<file path="config.mk">
export PLATFORM = sky130hd
export DESIGN_NAME = i2c_master_event_sequencer_unit
export DESIGN_NICKNAME = d
export VERILOG_FILES = /design/src/hdl/i2cmes_pkg.sv /design/src/hdl/i2cmes_wbuf.sv /design/src/hdl/i2cmes_ctrl.sv /design/src/hdl/i2cmes_skid.sv /design/src/hdl/i2c_master_event_sequencer_unit.sv
export SDC_FILE = /design/constraint.sdc
export NUM_CORES = 1
export LEC_CHECK = 0
export ABC_AREA = 1
export BUFFER_PORTS_ARGS = -buffer_cell sky130_fd_sc_hd__buf_2
export CORE_MARGIN = 3
export CORE_UTILIZATION = 50
export CTS_CLUSTER_SIZE = 24
export DETAILED_ROUTE_END_ITERATION = 8
export GPL_ROUTABILITY_DRIVEN = 0
export PLACE_DENSITY = 0.68
export SYNTH_ARGS = -nofsm -noshare
export SYNTH_HDL_FRONTEND = slang
export SYNTH_SLANG_ARGS = --single-unit
</file>
<file path="constraint.sdc">
create_clock -name aclk -period 4.7 [get_ports aclk]
set_clock_uncertainty 0.05 [all_clocks]
set_input_delay 1.41 -clock aclk [delete_from_list [all_inputs] [get_ports aclk]]
set_output_delay 1.41 -clock aclk [all_outputs]
set_load 0.1 [all_outputs]
</file>
<file path="src/hdl/i2cmes_pkg.sv">
`default_nettype none

package i2cmes_pkg;

    // input item opcodes
    localparam logic [1:0] OP_LOAD  = 2'd0;
    localparam logic [1:0] OP_START = 2'd1;
    localparam logic [1:0] OP_EVENT = 2'd2;

    // bus controller status codes
    localparam logic [7:0] SC_START        = 8'h08;
    localparam logic [7:0] SC_RESTART      = 8'h10;
    localparam logic [7:0] SC_ADDR_W_ACK   = 8'h18;
    localparam logic [7:0] SC_ADDR_W_NACK  = 8'h20;
    localparam logic [7:0] SC_DATA_W_ACK   = 8'h28;
    localparam logic [7:0] SC_DATA_W_NACK  = 8'h30;
    localparam logic [7:0] SC_ARB_LOST     = 8'h38;
    localparam logic [7:0] SC_ADDR_R_ACK   = 8'h40;
    localparam logic [7:0] SC_ADDR_R_NACK  = 8'h48;
    localparam logic [7:0] SC_DATA_R_ACK   = 8'h50;
    localparam logic [7:0] SC_DATA_R_NACK  = 8'h58;

    // address byte plus first data byte are consumed by one address ack
    localparam logic [7:0] ADDR_ACK_STEP = 8'd2;

    // bus actions
    localparam logic [2:0] ACT_NONE        = 3'd0;
    localparam logic [2:0] ACT_CLEAR_START = 3'd1;
    localparam logic [2:0] ACT_STOP        = 3'd2;
    localparam logic [2:0] ACT_RESTART     = 3'd3;
    localparam logic [2:0] ACT_ACK         = 3'd4;

    // transfer status
    localparam logic [1:0] ST_BUSY  = 2'd0;
    localparam logic [1:0] ST_OK    = 2'd1;
    localparam logic [1:0] ST_ERROR = 2'd2;

    // configuration register indexes
    localparam logic [1:0] CFG_WRITE_COUNT  = 2'd0;
    localparam logic [1:0] CFG_READ_COUNT   = 2'd1;
    localparam logic [1:0] CFG_REPEAT_START = 2'd2;
    localparam logic [1:0] CFG_READ_ADDRESS = 2'd3;

    typedef struct packed {
        logic [4:0] write_count;
        logic [7:0] read_count;
        logic       repeat_start_enable;
        logic [7:0] read_address;
    } cfg_t;

    typedef struct packed {
        logic [1:0] opcode;
        logic [7:0] status_code;
        logic [7:0] data_byte;
        logic [3:0] buffer_index;
    } item_t;

    typedef struct packed {
        logic       tx_valid;
        logic [7:0] tx_byte;
        logic [2:0] bus_action;
        logic       rx_valid;
        logic [7:0] rx_index;
        logic [7:0] rx_byte;
        logic [1:0] transfer_status;
    } result_t;

    typedef struct packed {
        logic    tx_from_buf;
        result_t res;
    } stage_t;

endpackage

`default_nettype wire

</file>
<file path="src/hdl/i2cmes_wbuf.sv">
`default_nettype none

module i2cmes_wbuf #(
    parameter int WRITE_DEPTH = 16,
    parameter int PW          = 4
) (
    input  wire logic          aclk,
    input  wire logic          wr_en,
    input  wire logic [PW-1:0] wr_addr,
    input  wire logic [7:0]    wr_data,
    input  wire logic          rd_en,
    input  wire logic [PW-1:0] rd_addr,
    output logic      [7:0]    rd_data
);

    logic [7:0] mem [WRITE_DEPTH];
    logic [7:0] rd_data_reg;

    // write port
    always_ff @(posedge aclk) begin
        if (wr_en) begin
            mem[wr_addr] <= wr_data;
        end
    end

    // registered read port
    always_ff @(posedge aclk) begin
        if (rd_en) begin
            rd_data_reg <= mem[rd_addr];
        end
    end

    assign rd_data = rd_data_reg;

endmodule

`default_nettype wire

</file>
<file path="src/hdl/i2cmes_ctrl.sv">
`default_nettype none

module i2cmes_ctrl #(
    parameter int WRITE_DEPTH = 16,
    parameter int PW          = 4
) (
    input  wire logic                aclk,
    input  wire logic                aresetn,
    input  wire logic                item_accept,
    input  wire i2cmes_pkg::item_t   item,
    input  wire i2cmes_pkg::cfg_t    cfg,
    input  wire logic                stage_ready,
    output logic                     stage_valid,
    output i2cmes_pkg::stage_t       stage,
    output logic                     buf_wr_en,
    output logic [PW-1:0]            buf_wr_addr,
    output logic                     buf_rd_en,
    output logic [PW-1:0]            buf_rd_addr
);

    import i2cmes_pkg::*;

    logic [PW-1:0] write_position_reg, write_position_next;
    logic [7:0]    write_remaining_reg, write_remaining_next;
    logic [7:0]    read_remaining_reg, read_remaining_next;
    logic [7:0]    read_position_reg, read_position_next;
    logic          repeat_pending_reg, repeat_pending_next;
    logic [1:0]    status_now_reg, status_now_next;
    logic          stage_valid_reg, stage_valid_next;
    stage_t        stage_reg, stage_next;
    logic [PW-1:0] pos_inc;
    logic          is_event;

    assign is_event = item_accept && (item.opcode == OP_EVENT);
    assign pos_inc  = (write_position_reg == PW'(WRITE_DEPTH - 1)) ?
                      '0 : write_position_reg + PW'(1);

    // buffer load, slots past the depth are dropped
    assign buf_wr_en   = item_accept && (item.opcode == OP_LOAD) &&
                         (9'(item.buffer_index) < 9'(WRITE_DEPTH));
    assign buf_wr_addr = PW'(item.buffer_index);
    assign buf_rd_en   = is_event;

    // transfer sequencing and event decode
    always_comb begin
        write_position_next  = write_position_reg;
        write_remaining_next = write_remaining_reg;
        read_remaining_next  = read_remaining_reg;
        read_position_next   = read_position_reg;
        repeat_pending_next  = repeat_pending_reg;
        status_now_next      = status_now_reg;
        stage_next           = '0;
        buf_rd_addr          = write_position_reg;

        if (item_accept && (item.opcode == OP_START)) begin
            write_position_next  = '0;
            write_remaining_next = 8'(cfg.write_count);
            read_remaining_next  = cfg.read_count;
            read_position_next   = '0;
            repeat_pending_next  = cfg.repeat_start_enable;
            status_now_next      = ST_BUSY;
        end else if (is_event) begin
            case (item.status_code)
                SC_START: begin
                    stage_next.res.bus_action = ACT_CLEAR_START;
                    stage_next.res.tx_valid   = 1'b1;
                    stage_next.tx_from_buf    = 1'b1;
                end
                SC_RESTART: begin
                    stage_next.res.bus_action = ACT_CLEAR_START;
                    stage_next.res.tx_valid   = 1'b1;
                    stage_next.res.tx_byte    = cfg.read_address;
                end
                SC_ADDR_W_ACK: begin
                    write_position_next     = pos_inc;
                    buf_rd_addr             = pos_inc;
                    stage_next.res.tx_valid = 1'b1;
                    stage_next.tx_from_buf  = 1'b1;
                    write_remaining_next    = (write_remaining_reg >= ADDR_ACK_STEP) ?
                                              write_remaining_reg - ADDR_ACK_STEP : '0;
                end
                SC_DATA_W_ACK: begin
                    if (write_remaining_reg != '0) begin
                        write_position_next     = pos_inc;
                        buf_rd_addr             = pos_inc;
                        stage_next.res.tx_valid = 1'b1;
                        stage_next.tx_from_buf  = 1'b1;
                        write_remaining_next    = write_remaining_reg - 8'd1;
                    end else if (repeat_pending_reg) begin
                        repeat_pending_next       = 1'b0;
                        stage_next.res.bus_action = ACT_RESTART;
                    end else begin
                        status_now_next           = ST_OK;
                        stage_next.res.bus_action = ACT_STOP;
                    end
                end
                SC_ADDR_W_NACK, SC_DATA_W_NACK, SC_ADDR_R_NACK: begin
                    stage_next.res.bus_action = ACT_STOP;
                    status_now_next           = ST_ERROR;
                end
                SC_ARB_LOST: begin
                    stage_next.res.bus_action = ACT_STOP;
                end
                SC_ADDR_R_ACK: begin
                    stage_next.res.bus_action = ACT_ACK;
                end
                SC_DATA_R_ACK: begin
                    stage_next.res.rx_valid = 1'b1;
                    stage_next.res.rx_index = read_position_reg;
                    stage_next.res.rx_byte  = item.data_byte;
                    if (read_remaining_reg <= 8'd1) begin
                        stage_next.res.bus_action = ACT_STOP;
                        status_now_next           = ST_OK;
                    end
                    read_position_next = read_position_reg + 8'd1;
                    if (read_remaining_reg != '0) begin
                        read_remaining_next = read_remaining_reg - 8'd1;
                    end
                end
                SC_DATA_R_NACK: begin
                    stage_next.res.rx_valid   = 1'b1;
                    stage_next.res.rx_index   = read_position_reg;
                    stage_next.res.rx_byte    = item.data_byte;
                    stage_next.res.bus_action = ACT_STOP;
                    status_now_next           = ST_OK;
                end
                default: begin
                    stage_next.res.bus_action = ACT_STOP;
                    status_now_next           = ST_ERROR;
                end
            endcase
        end
        stage_next.res.transfer_status = status_now_next;
    end

    // stage holds a result until the output side takes it
    assign stage_valid_next = is_event || (stage_valid_reg && !stage_ready);

    // sequencer state
    always_ff @(posedge aclk) begin
        if (!aresetn) begin
            write_position_reg  <= '0;
            write_remaining_reg <= '0;
            read_remaining_reg  <= '0;
            read_position_reg   <= '0;
            repeat_pending_reg  <= 1'b0;
            status_now_reg      <= ST_BUSY;
            stage_valid_reg     <= 1'b0;
        end else begin
            write_position_reg  <= write_position_next;
            write_remaining_reg <= write_remaining_next;
            read_remaining_reg  <= read_remaining_next;
            read_position_reg   <= read_position_next;
            repeat_pending_reg  <= repeat_pending_next;
            status_now_reg      <= status_now_next;
            stage_valid_reg     <= stage_valid_next;
        end
    end

    // result stage payload
    always_ff @(posedge aclk) begin
        if (is_event) begin
            stage_reg <= stage_next;
        end
    end

    assign stage_valid = stage_valid_reg;
    assign stage       = stage_reg;

endmodule

`default_nettype wire

</file>
<file path="src/hdl/i2cmes_skid.sv">
`default_nettype none

module i2cmes_skid (
    input  wire logic                aclk,
    input  wire logic                aresetn,
    input  wire logic                in_valid,
    input  wire i2cmes_pkg::result_t in_data,
    output logic                     in_ready,
    output logic                     out_valid,
    output i2cmes_pkg::result_t      out_data,
    input  wire logic                out_ready
);

    import i2cmes_pkg::*;

    logic    main_valid_reg;
    logic    skid_valid_reg;
    result_t main_reg;
    result_t skid_reg;
    logic    in_fire;

    assign in_ready = !skid_valid_reg;
    assign in_fire  = in_valid && in_ready;

    // valid flags
    always_ff @(posedge aclk) begin
        if (!aresetn) begin
            main_valid_reg <= 1'b0;
            skid_valid_reg <= 1'b0;
        end else if (skid_valid_reg) begin
            if (out_ready) begin
                skid_valid_reg <= 1'b0;
            end
        end else if (in_fire) begin
            if (main_valid_reg && !out_ready) begin
                skid_valid_reg <= 1'b1;
            end else begin
                main_valid_reg <= 1'b1;
            end
        end else if (out_ready) begin
            main_valid_reg <= 1'b0;
        end
    end

    // payload
    always_ff @(posedge aclk) begin
        if (skid_valid_reg) begin
            if (out_ready) begin
                main_reg <= skid_reg;
            end
        end else if (in_fire) begin
            if (main_valid_reg && !out_ready) begin
                skid_reg <= in_data;
            end else begin
                main_reg <= in_data;
            end
        end
    end

    assign out_valid = main_valid_reg;
    assign out_data  = main_reg;

endmodule

`default_nettype wire

</file>
<file path="src/hdl/i2c_master_event_sequencer_unit.sv">
`default_nettype none

// I2C master transaction sequencer. Load the write buffer with opcode 0
// items (slave address byte first), set the configuration registers, send a
// start item (opcode 1), then forward each bus controller status code as an
// event item (opcode 2); every event gives exactly one result with the byte
// to transmit, the bus action, any received byte and the transfer status.
// Load and start items give no result. One item is accepted per cycle unless
// the result stage is stalled; an event's result is registered in the decode
// stage, where the write buffer's registered read port delivers the transmit
// byte, and then in the output buffer. A two-entry output buffer keeps
// s_tready off any combinational path from m_tready. Configuration writes
// are always accepted and take effect on the next item.
module i2c_master_event_sequencer_unit #(
    parameter int WRITE_DEPTH = 16
) (
    input  wire logic        aclk,
    input  wire logic        aresetn,
    // configuration write channel
    input  wire logic        cfg_valid,
    output logic             cfg_ready,
    input  wire logic [1:0]  cfg_index,
    input  wire logic [7:0]  cfg_data,
    // input items
    input  wire logic        s_tvalid,
    output logic             s_tready,
    input  wire logic [23:0] s_tdata,  // status_code, data_byte, buffer_index, zero pad
    input  wire logic [1:0]  s_tuser,  // opcode
    // result items
    output logic             m_tvalid,
    input  wire logic        m_tready,
    output logic [31:0]      m_tdata,  // tx_byte, bus_action, rx_index, rx_byte,
                                       // transfer_status, zero pad
    output logic [1:0]       m_tuser   // tx_valid, rx_valid
);

    import i2cmes_pkg::*;

    localparam int PW = (WRITE_DEPTH > 1) ? $clog2(WRITE_DEPTH) : 1;

    cfg_t          cfg_reg;
    item_t         item;
    logic          s_accept;
    logic          stage_valid;
    stage_t        stage;
    logic          out_ready;
    logic          buf_wr_en;
    logic [PW-1:0] buf_wr_addr;
    logic          buf_rd_en;
    logic [PW-1:0] buf_rd_addr;
    logic [7:0]    buf_rd_data;
    result_t       stage_res;
    result_t       out_res;

    assign item.opcode       = s_tuser;
    assign item.status_code  = s_tdata[7:0];
    assign item.data_byte    = s_tdata[15:8];
    assign item.buffer_index = s_tdata[19:16];

    assign s_tready  = !stage_valid || out_ready;
    assign s_accept  = s_tvalid && s_tready;
    assign cfg_ready = 1'b1;

    // configuration registers
    always_ff @(posedge aclk) begin
        if (!aresetn) begin
            cfg_reg.write_count         <= 5'd1;
            cfg_reg.read_count          <= '0;
            cfg_reg.repeat_start_enable <= 1'b0;
            cfg_reg.read_address        <= '0;
        end else if (cfg_valid && cfg_ready) begin
            case (cfg_index)
                CFG_WRITE_COUNT:  cfg_reg.write_count         <= cfg_data[4:0];
                CFG_READ_COUNT:   cfg_reg.read_count          <= cfg_data;
                CFG_REPEAT_START: cfg_reg.repeat_start_enable <= cfg_data[0];
                CFG_READ_ADDRESS: cfg_reg.read_address        <= cfg_data;
                default: ;
            endcase
        end
    end

    i2cmes_ctrl #(
        .WRITE_DEPTH (WRITE_DEPTH),
        .PW          (PW)
    ) u_ctrl (
        .aclk        (aclk),
        .aresetn     (aresetn),
        .item_accept (s_accept),
        .item        (item),
        .cfg         (cfg_reg),
        .stage_ready (out_ready),
        .stage_valid (stage_valid),
        .stage       (stage),
        .buf_wr_en   (buf_wr_en),
        .buf_wr_addr (buf_wr_addr),
        .buf_rd_en   (buf_rd_en),
        .buf_rd_addr (buf_rd_addr)
    );

    i2cmes_wbuf #(
        .WRITE_DEPTH (WRITE_DEPTH),
        .PW          (PW)
    ) u_wbuf (
        .aclk    (aclk),
        .wr_en   (buf_wr_en),
        .wr_addr (buf_wr_addr),
        .wr_data (item.data_byte),
        .rd_en   (buf_rd_en),
        .rd_addr (buf_rd_addr),
        .rd_data (buf_rd_data)
    );

    // merge buffer read data into the staged result
    always_comb begin
        stage_res = stage.res;
        if (stage.tx_from_buf) begin
            stage_res.tx_byte = buf_rd_data;
        end
    end

    i2cmes_skid u_skid (
        .aclk      (aclk),
        .aresetn   (aresetn),
        .in_valid  (stage_valid),
        .in_data   (stage_res),
        .in_ready  (out_ready),
        .out_valid (m_tvalid),
        .out_data  (out_res),
        .out_ready (m_tready)
    );

    assign m_tdata = {3'd0, out_res.transfer_status, out_res.rx_byte, out_res.rx_index,
                      out_res.bus_action, out_res.tx_byte};
    assign m_tuser = {out_res.rx_valid, out_res.tx_valid};

    // a stalled stage must block new items
    a_stall_blocks_input: assert property (@(posedge aclk) disable iff (!aresetn)
        (stage_valid && !out_ready) |-> !s_tready)
        else $error("input accepted while result stage is stalled");

    // every accepted event lands in the result stage
    a_event_staged: assert property (@(posedge aclk) disable iff (!aresetn)
        (s_accept && (s_tuser == OP_EVENT)) |=> stage_valid)
        else $error("accepted event did not reach result stage");

    // received fields are zero unless a byte was received
    a_rx_zero: assert property (@(posedge aclk) disable iff (!aresetn)
        (m_tvalid && !m_tuser[1]) |-> (m_tdata[26:11] == '0))
        else $error("rx fields set without rx_valid");

    // a repeated start never carries a byte to transmit
    a_restart_no_tx: assert property (@(posedge aclk) disable iff (!aresetn)
        (m_tvalid && (m_tdata[10:8] == ACT_RESTART)) |-> !m_tuser[0])
        else $error("repeated start with tx_valid");

endmodule

`default_nettype wire

</file>
# After elaboration in Yosys (flattened, before gate mapping)
# Memory sizes are Yosys's and may differ from the RTL's. A register that Yosys moved wholly into a read port is not among the register bits.
# Cells that the tools add are included.
[op_classes] add_sub_neg=5 magnitude_cmp=2 eq_ne=20 mux=46 bitwise_logic=4 reduce_logical=44
[op_table] cell="two-way mux 31 bit" count=4
[op_table] cell="two-way mux 8 bit" count=7
[op_table] cell="equality test 8 x 7 -> 1 bit (second input constant)" count=3
[op_table] cell="AND reduction 3 bit" count=7
[op_table] cell="two-way mux 17 bit" count=1
[op_table] cell="equality test 8 x 5 -> 1 bit (second input constant)" count=2
[op_table] cell="equality test 8 x 6 -> 1 bit (second input constant)" count=2
[op_table] cell="two-way mux 2 bit" count=8
[op_table] cell="two-way mux 4 bit" count=4
[op_table] cell="case mux 8 bit (2 select lines)" count=1
[op_table] cell="nonzero test 8 bit" count=2
[op_table] cell="subtractor 8 x 1 -> 8 bit (second input constant)" count=2
[op_table] cell="case mux 3 bit (5 select lines)" count=1
[op_table] cell="two-way mux 1 bit" count=14
[op_table] cell="nonzero test 2 bit" count=7
[op_table] cell="OR reduction 2 bit" count=6
[op_table] cell="two-way mux 5 bit" count=2
[op_table] cell="AND reduction 2 bit" count=5
[op_table] cell="adder 8 x 1 -> 8 bit (second input constant)" count=1
[op_table] cell="equality test 8 x 4 -> 1 bit (second input constant)" count=1
[op_table] cell="greater-or-equal comparator 8 x 2 -> 1 bit (second input constant)" count=1
[op_table] cell="less-or-equal comparator 8 x 1 -> 1 bit (second input constant)" count=1
[op_table] cell="case mux 2 bit (4 select lines)" count=1
[op_table] cell="case mux 4 bit (2 select lines)" count=1
[op_table] cell="17 further kinds" count=37
[totals] reg_bits=150 ramBits=128 in_bits=41 output_inout_bits=37 mem_count=1
[memory_table] name="u_wbuf.mem" words=16 word_bits=8 rd=1 rd_clocked_by_memory_dff=1 wr=1 line_no="i2cmes_wbuf.sv:16" source="logic [7:0] mem [WRITE_DEPTH];"

# Depth between registers and ports, before layout
# Gate-level depths: netlist (run 1).
[logic_depth] depth_word=6 ltp_mapped=15

# Hierarchy
# A second synthesis (run 1) with hierarchy kept.
[hier_totals] cells_unflattened=1351 hier_area_um2=12929.9
[modules_own_cells] mod="i2cmes_wbuf" n_inst=1 cells_per_inst=551 area_each_um2=5846.9 seq_area_each_um2=4083.9
[modules_own_cells] mod="i2cmes_ctrl" n_inst=1 cells_per_inst=460 area_each_um2=3583.4 seq_area_each_um2=1601.5
[modules_own_cells] mod="i2cmes_skid" n_inst=1 cells_per_inst=180 area_each_um2=2408.6 seq_area_each_um2=1901.8
[modules_own_cells] mod="i2c_master_event_sequencer_unit" n_inst=1 cells_per_inst=160 area_each_um2=1091.0 seq_area_each_um2=440.4

# Least setup slack after synthesis (run 1)
# OpenSTA, ideal clock, no wires.
[synth_path] path_kind="input port to flip-flop" startpoint="input m_tready" endpoint="register u_skid.main_reg (netlist bit u_skid.out_data[0]), enable pin" setup_ns=0.462 arrival_ns=3.679 required_ns=4.188 slack_ns=0.509 path_stages=2 n_path_buf=0 path_cell_list="inv_1 o21ai_0"
[synth_via] elab_chain_cells=4
[synth_rtl] element="start: declaration" line_no="i2c_master_event_sequencer_unit.sv:31" source="input wire logic m_tready,"
[synth_rtl] element="logical NOT 1 bit" line_no="i2cmes_skid.sv:52" source="if (main_valid_reg && !out_ready) begin"
[synth_rtl] element="logical AND 1 bit" line_no="i2cmes_skid.sv:52"
[synth_rtl] element="inequality test 2 x 1 -> 1 bit (no source line)"
[synth_rtl] element="AND reduction 3 bit (no source line) *"
[synth_rtl] element="end signal: assignment" line_no="i2cmes_skid.sv:49" source="main_reg <= skid_reg;"
[synth_rtl] element="end signal: assignment" line_no="i2cmes_skid.sv:55" source="main_reg <= in_data;"
[synth_rtl] element="end: declaration" line_no="i2cmes_skid.sv:18" source="result_t main_reg;"
# Mark *: on every way between the ends. The rest lies on a longest branch, timed or not.
# A chain may end at the register's enable or synchronous reset.

# Final worst setup path (run 1)
[layout_path] startpoint="input s_tdata[1]" endpoint="register u_wbuf.rd_data_reg[3] (netlist: u_wbuf.rd_data[3]) (read register of u_wbuf.mem) (data pin)"
[layout_via] elab_chain_cells=4
[layout_rtl] element="start: declaration" line_no="i2c_master_event_sequencer_unit.sv:27" source="input wire logic [23:0] s_tdata,"
[layout_rtl] element="equality test 8 x 6 -> 1 bit / equality test 8 x 5 -> 1 bit (equally long branches)" line_no="i2cmes_ctrl.sv:63" source="case (item.status_code)"
[layout_rtl] element="case mux 4 bit (2 select lines) *"
[layout_rtl] element="two-way mux 4 bit *"
[layout_rtl] element="two-way mux 4 bit *" line_no="i2cmes_ctrl.sv:55" source="if (item_accept && (item.opcode == OP_START)) begin"
[layout_rtl] element="end: declaration" line_no="i2cmes_wbuf.sv:17" source="logic [7:0] rd_data_reg;"
# Marked as above.

==> impl_metrics.json, run 1 <==
{
  "status": "finished clean",
  "antenna_found_initial": 0,
  "fill_cells": 2041,
  "cts_max_level": 1,
  "rsz0062_at_grt": "no",
  "power_density_nw_per_um2": 375,
  "hp-start": "u_ctrl.stage[16]",
  "synth_seq_area_share_pct": 63.3,
  "crit_chain": "buf_2 -> nor2_1 -> nand2_2 -> nor2_8 -> nand2_4 -> nand2_4 -> nor2_4 -> nand2_4 -> buf_4 -> nand3_1 -> nand3_1 -> nand3_1 -> nand3_1 -> nand2_1",
  "wl_um": 26100,
  "period_share_pct": 73.4,
  "wl_met1_um": 11500,
  "netlist_area_um2": 12700,
  "cts_hold_buf": 0,
  "criticalPathCategory": "in2reg",
  "layout_common_cells": "edfxtp_1, nand2_1, inv_1, nand3_1, nor2_1",
  "power_mw": 5.32,
  "min_period_ns": 3.45,
  "drc": 0,
  "critPathMaxFanout": 46,
  "first_iter_violations": 679,
  "core_area_um2": 24600,
  "wire_per_inst_um": 15.9,
  "timing.fmax_ghz": 0.290,
  "ios": 78,
  "dr_wl_met3_um": 1300,
  "vias": 8510,
  "syn_to_final_growth_pct": 11.9,
  "finish.net_count": 1346,
  "setup_viol": 0,
  "wl_met2_um": 12500,
  "layout-drive-gt1-share_pct": 14.3,
  "cp.required_ns": 4.93,
  "clockBufferDepth": 3,
  "crit_path_top_delay_cell": "buf_4",
  "fp.dieW_um": 165,
  "grt_usage_pct": 19.3,
  "cp_slowest_stage_delay_ns": 0.53,
  "hpwl_um": 16700,
  "cts_sinks": 286,
  "ys_warn_count": 0,
  "grt_first_pass_wirelength_um": 41500,
  "path_common_cell": "nand3_1",
  "avgSynthCellArea_um2": 10.3,
  "port_buffers": 69,
  "synth-main-ff-cell": "edfxtp_1",
  "synth_seq_cells": 286,
  "layout_commonest_cell": "edfxtp_1",
  "cts.clk_slew.worst_paths_ns": 0.06,
  "avgViaCountPerCell": 5.17,
  "largest_reg_flops": 128,
  "hold_path_class": "reg2reg",
  "irDropWorstVdd_uv": 262,
  "maxCapViolCount": 0,
  "insertion_delay_ns": 0.55,
  "cts_resized": 0,
  "rows": 57,
  "drt-pass1-iter-count": 6,
  "cp-start-kind": "primary input",
  "cts_root_buf": "clkbuf_16",
  "slew_viol_final": 0,
  "critPathBufInv": 2,
  "hold_violations": 0,
  "grt_max_degree": 47,
  "async_flop_share_pct": 0,
  "cts_tree": "built",
  "rrSetupSlack_ns": 1.78,
  "relSlewSlack_pct": 41.9,
  "crit_arrival_ns": 3.68,
  "worstHoldPathCells": 0,
  "die_h_um": 165,
  "die_area_um2": 27300,
  "cts_setup_buffers": 0,
  "final_antenna_net_count": 0,
  "netlist-cell-type-count": 46,
  "end_kind": "register",
  "cts_buffers": 30,
  "rr_endpoint": "u_wbuf.rd_data[3]",
  "leakagePower_nw": 5.72,
  "start_util_pct": 51.5,
  "highest_layer": "met4",
  "worst_slew_pin_slew_ns": 0.869,
  "holdPathEnd": "u_skid.skid_reg[16]",
  "synth-edff-count": 230,
  "reg2reg_from": "u_ctrl.write_remaining_reg[1]",
  "grt-ovfl-total": 0,
  "crit_family": "simple AND/OR/NAND/NOR gates",
  "syn_inst": 1229,
  "tns_ns": 0,
  "ff2ff_path_depth": 14,
  "first_global_vias": 8065
}
[final cells by class]
class | instances | area [µm²] | area share, %
Sequential cell | 286 | 8030 | 56.6
Multi-Input combinational cell | 718 | 3660 | 25.8
Clock buffer | 35 | 811 | 5.71
Inverter | 179 | 674 | 4.75
Timing Repair Buffer | 81 | 448 | 3.16
Tap cell | 324 | 405 | 2.86
Clock inverter | 21 | 164 | 1.15
Antenna cell | 1 | 2.50 | 0.0176
[cells in the mapped netlist (2+ instances only)]
master,instances,area (µm²)
xor2_1,4,35.0
edfxtp_1,230,6910
inv_1,171,642
conb_1,2,7.51
xnor2_1,2,17.5
clkinv_1,2,7.51
nand3b_1,32,240
a31oi_1,5,31.3
o22ai_1,3,18.8
o221ai_1,7,61.3
nand2_1,222,833
nor2_8,2,40.0
buf_4,8,60.1
nand4_1,2,12.5
a22oi_1,2,15.0
o211ai_1,2,15.0
mux2_2,8,90.1
nor2_4,4,45.0
ha_1,9,113
inv_2,5,18.8
dfxtp_1,56,1120
buf_2,13,65.1
nand2_4,8,90.1
nor2_1,122,458
o21ai_0,44,220
a21oi_1,36,180
nand2_2,8,50.1
a221oi_1,2,17.5
o21ai_1,2,10.0
nor2_2,4,25.0
nand3_2,11,110
nand3_1,152,761
nor3_1,9,45.0
buf_6,14,158
clkbuf_1,13,48.8
o21a_1,2,15.0
o21ai_2,2,17.5
[stage by stage]
| step | worst slack (ns) | cells | util, % | hold slack, ns | instance area [µm²] |
|---|---|---|---|---|---|
| 3_5_place_dp | 0.705 | 1588 | 53.7 | 0.382 | 13200 |
| 4_1_cts | 1.27 | 1644 | 57.7 | 0.396 | 14200 |
| 3_3_place_gp | 0.747 | 1588 | 53.7 | 0.381 | 13200 |
| 2_1_floorplan | 0.509 | 1231 | - | 0.374 | 12700 |
| 6_report | 1.25 | 1645 | 57.7 | 0.394 | 14200 |
| 5_1_grt | 1.11 | 1644 | 57.7 | 0.404 | 14200 |
[report_power, final]
part | switching, mW | leakage (nW) | total (mW) | internal, mW
registers | 0.0142 | 2.54 | 2.77 | 2.76
logic | 0.183 | 2.69 | 0.241 | 0.0581
clock network | 0.963 | 0.493 | 2.31 | 1.34
[worst max-delay path by stage]
stage | from | slack, ns | cells after the start | end
after detailed placement | s_tdata[1] | 0.71 | 13 | u_wbuf.rd_data[0]
final | s_tdata[1] | 1.25 | 14 | u_wbuf.rd_data[3]
after global placement | s_tdata[1] | 0.75 | 13 | u_wbuf.rd_data[0]
after global routing | s_tdata[1] | 1.11 | 14 | u_wbuf.rd_data[3]
after CTS | s_tdata[1] | 1.27 | 13 | u_wbuf.rd_data[0]
after floorplan | m_tready | 0.51 | 2 | u_skid.out_data[0]
[routing by layer]
layer,up-vias,global-route usage [%]
met5,-,0
met4,0,6.25
met3,48,2.44
met2,220,32.4
met1,4002,26.2
li1,4240,-
[worst register-to-register path: stages (launching register included)]
cell and delay [ns]:
dfxtp_1 0.35, inv_1 0.13, ha_1 0.23, nand2_2 0.10
nor2_4 0.15, nand2_4 0.10, nand2_4 0.09, nor2_4 0.05
nand2_4 0.22, buf_4 0.54, nand3_1 0.17, nand3_1 0.12
nand3_1 0.14, nand3_1 0.13, nand2_1 0.09
[cell families (layout without fill, tap and decap cells)]
family                     after synthesis  in the layout  synth area share, %
AOI/OAI and AO/OA                      111            111                 5.00
xor gates and xnor gates                 6              6                0.414
adders and majority gates                9              9                0.888
buffers and inverters                  227            316                 7.93
DFF                                    286            286                 63.3
muxes                                    8              8                0.710
other                                    2              5               0.0592
and+or+nand+nor                        580            580                 21.7
Power figures use the tool's default switching activity.
==> run 2: changes to the inputs <==
==> constraint.sdc (replaced) <==
create_clock -name aclk -period 3.2 [get_ports aclk]
set_clock_uncertainty 0.05 [all_clocks]
set_input_delay 0.96 -clock aclk [delete_from_list [all_inputs] [get_ports aclk]]
set_output_delay 0.96 -clock aclk [all_outputs]
set_load 0.1 [all_outputs]
==> impl_metrics.json, run 2 (synthesized netlist as in run 1, its figures left out) <==
{
  "cts_max_level": 1,
  "cts_buffers": 29,
  "end_kind": "register",
  "worst_slew_pin_slew_ns": 0.605,
  "port_buffers": 69,
  "clockBufferDepth": 3,
  "grt.busiest_layer": "met2",
  "rsz0062_at_grt": "no",
  "clkPwrFrac_pct": 42.3,
  "met2_usage_pct": 32.3,
  "die_area_um2": 27300,
  "cp.required_ns": 3.44,
  "largest_reg_flops": 128,
  "min_period_ns": 2.59,
  "hold_violations": 0,
  "insertion_delay_ns": 0.55,
  "timing.fmax_ghz": 0.386,
  "hold_path_class": "reg2reg",
  "holdPathEnd": "u_skid.skid_reg[18]",
  "grt-ovfl-total": 0,
  "cp-start-kind": "register",
  "first_iter_violations": 893,
  "setup_viol": 0,
  "status": "finished clean",
  "p_seq_share_pct": 53.1,
  "avgViaCountPerCell": 5.16,
  "worstHoldPathCells": 0,
  "power_mw": 7.67,
  "grt_max_degree": 47,
  "die_h_um": 165,
  "vias": 8614,
  "p_switching_mw": 1.62,
  "ios": 78,
  "grt_first_pass_wirelength_um": 42400,
  "grt_usage_pct": 19.6,
  "met1_usage_pct": 26.8,
  "crit_arrival_ns": 2.83,
  "wl_um": 26100,
  "cts_tree": "built",
  "place_ws_ns": 0.0903,
  "layout_common_cells": "edfxtp_1, nand2_1, inv_1, nand3_1, nor2_1",
  "rr_endpoint": "u_wbuf.rd_data[6]",
  "leakagePower_nw": 5.83,
  "sw_frac_of_total_pct": 21.1,
  "drc": 0,
  "cts_resized": 0,
  "ff2ff_path_depth": 14,
  "tns_ns": 0,
  "start_util_pct": 51.5,
  "relSlewSlack_pct": 59.6,
  "rows": 57,
  "antenna_found_initial": 0,
  "hp-start": "u_ctrl.stage[18]",
  "drt-pass1-iter-count": 5,
  "p_int_mw": 6.05,
  "rrSetupSlack_ns": 0.61,
  "wire_per_inst_um": 15.6,
  "criticalPathCategory": "reg2reg",
  "syn_to_final_growth_pct": 13.4,
  "num_antenna_cells": 0,
  "irDropWorstVdd_uv": 333,
  "final_util_pct": 58.4,
  "cts.clk_slew.worst_paths_ns": 0.06,
  "period_share_pct": 81.0,
  "critPathMaxFanout": 46,
  "final_antenna_net_count": 0,
  "finish.net_count": 1373,
  "layout_commonest_cell": "edfxtp_1",
  "maxCapViolCount": 0,
  "cts_setup_buffers": 0,
  "core_area_um2": 24600,
  "layout-drive-gt1-share_pct": 14.9,
  "fin_ws_ns": 0.608,
  "cts_hold_buf": 0,
  "power_density_nw_per_um2": 533,
  "reg2reg_from": "u_ctrl.write_remaining_reg[1]",
  "hpwl_um": 16700,
  "use_met3_pct": 2.69,
  "slew_viol_final": 0,
  "first_global_vias": 8221,
  "cts_root_buf": "clkbuf_16",
  "cts_sinks": 286,
  "cp-startpoint": "u_ctrl.write_remaining_reg[1]",
  "p_comb_share_pct": 4.7,
  "fp.dieW_um": 165
}
[run 2: cell count changes in the layout (fill, tap and decap cells not counted), sizes merged]
cell	before	now
bufinv	2	3
buf	81	109
clkbuf	35	42
clkinvlp	1	0
clkinv	19	9
diode	1	0
[run 2: worst max-delay path by stage]
| stage | end | slack (ns) | cells after the start |
|---|---|---|---|
| 2_1_floorplan | u_skid.skid_reg[0] | 0.24 | 3 |
| 3_3_place_gp | u_wbuf.rd_data[7] | 0.14 | 14 |
| 3_5_place_dp | u_wbuf.rd_data[6] | 0.09 | 14 |
| 4_1_cts | u_wbuf.rd_data[6] | 0.62 | 14 |
| 5_1_grt | u_wbuf.rd_data[6] | 0.44 | 14 |
| 6_report | u_wbuf.rd_data[6] | 0.61 | 14 |
[run 2: metrics by stage]
| stage | hold WS (ns) | std cells | cell area [µm²] |
|---|---|---|---|
| final | 0.396 | 1669 | 14400 |
| after global placement | 0.381 | 1616 | 13500 |
| after global routing | 0.407 | 1669 | 14400 |
| after floorplan | 0.374 | 1231 | 12700 |
| after CTS | 0.397 | 1669 | 14400 |
| after detailed placement | 0.383 | 1616 | 13500 |
[run 2: routing by layer]
| layer | share of wire [%] | vias up |
|---|---|---|
| met4 | 2.7 | 0 |
| met5 | 0 | - |
| met2 | 47 | 235 |
| li1 | - | 4304 |
| met3 | 5.3 | 52 |
| met1 | 45 | 4023 |
[run 2: power groups by stage]
stage                     sequential [mW]  combinational (mW)  clock (mW)
after floorplan                      4.19               0.190           0
after global placement               4.15               0.350           0
after detailed placement             4.15               0.357           0
after CTS                            4.07               0.359        3.30
after global routing                 4.07               0.398        3.46
final                                4.07               0.359        3.24
[run 2: critical path, stage by stage, from the launching register on]
cell and delay (ns):
dfxtp_1 0.35, inv_1 0.14, ha_1 0.22, nand2_2 0.11, nor2_4 0.16, nand2_4 0.10
nand3_4 0.13, nand2_4 0.14, nand2_4 0.12, buf_12 0.22, nand2_1 0.09, nand3_1 0.08
nand3_1 0.13, nand3_1 0.18, nand2_1 0.09
[run 2: cell type report]
type,instances,area (µm²)
sequential,286,8030
multi-input combinational,718,3660
tap,324,405
clock inverter,11,128
fill,2035,10200
inverter,179,674
clock buffer,42,774
timing repair buffer,109,708
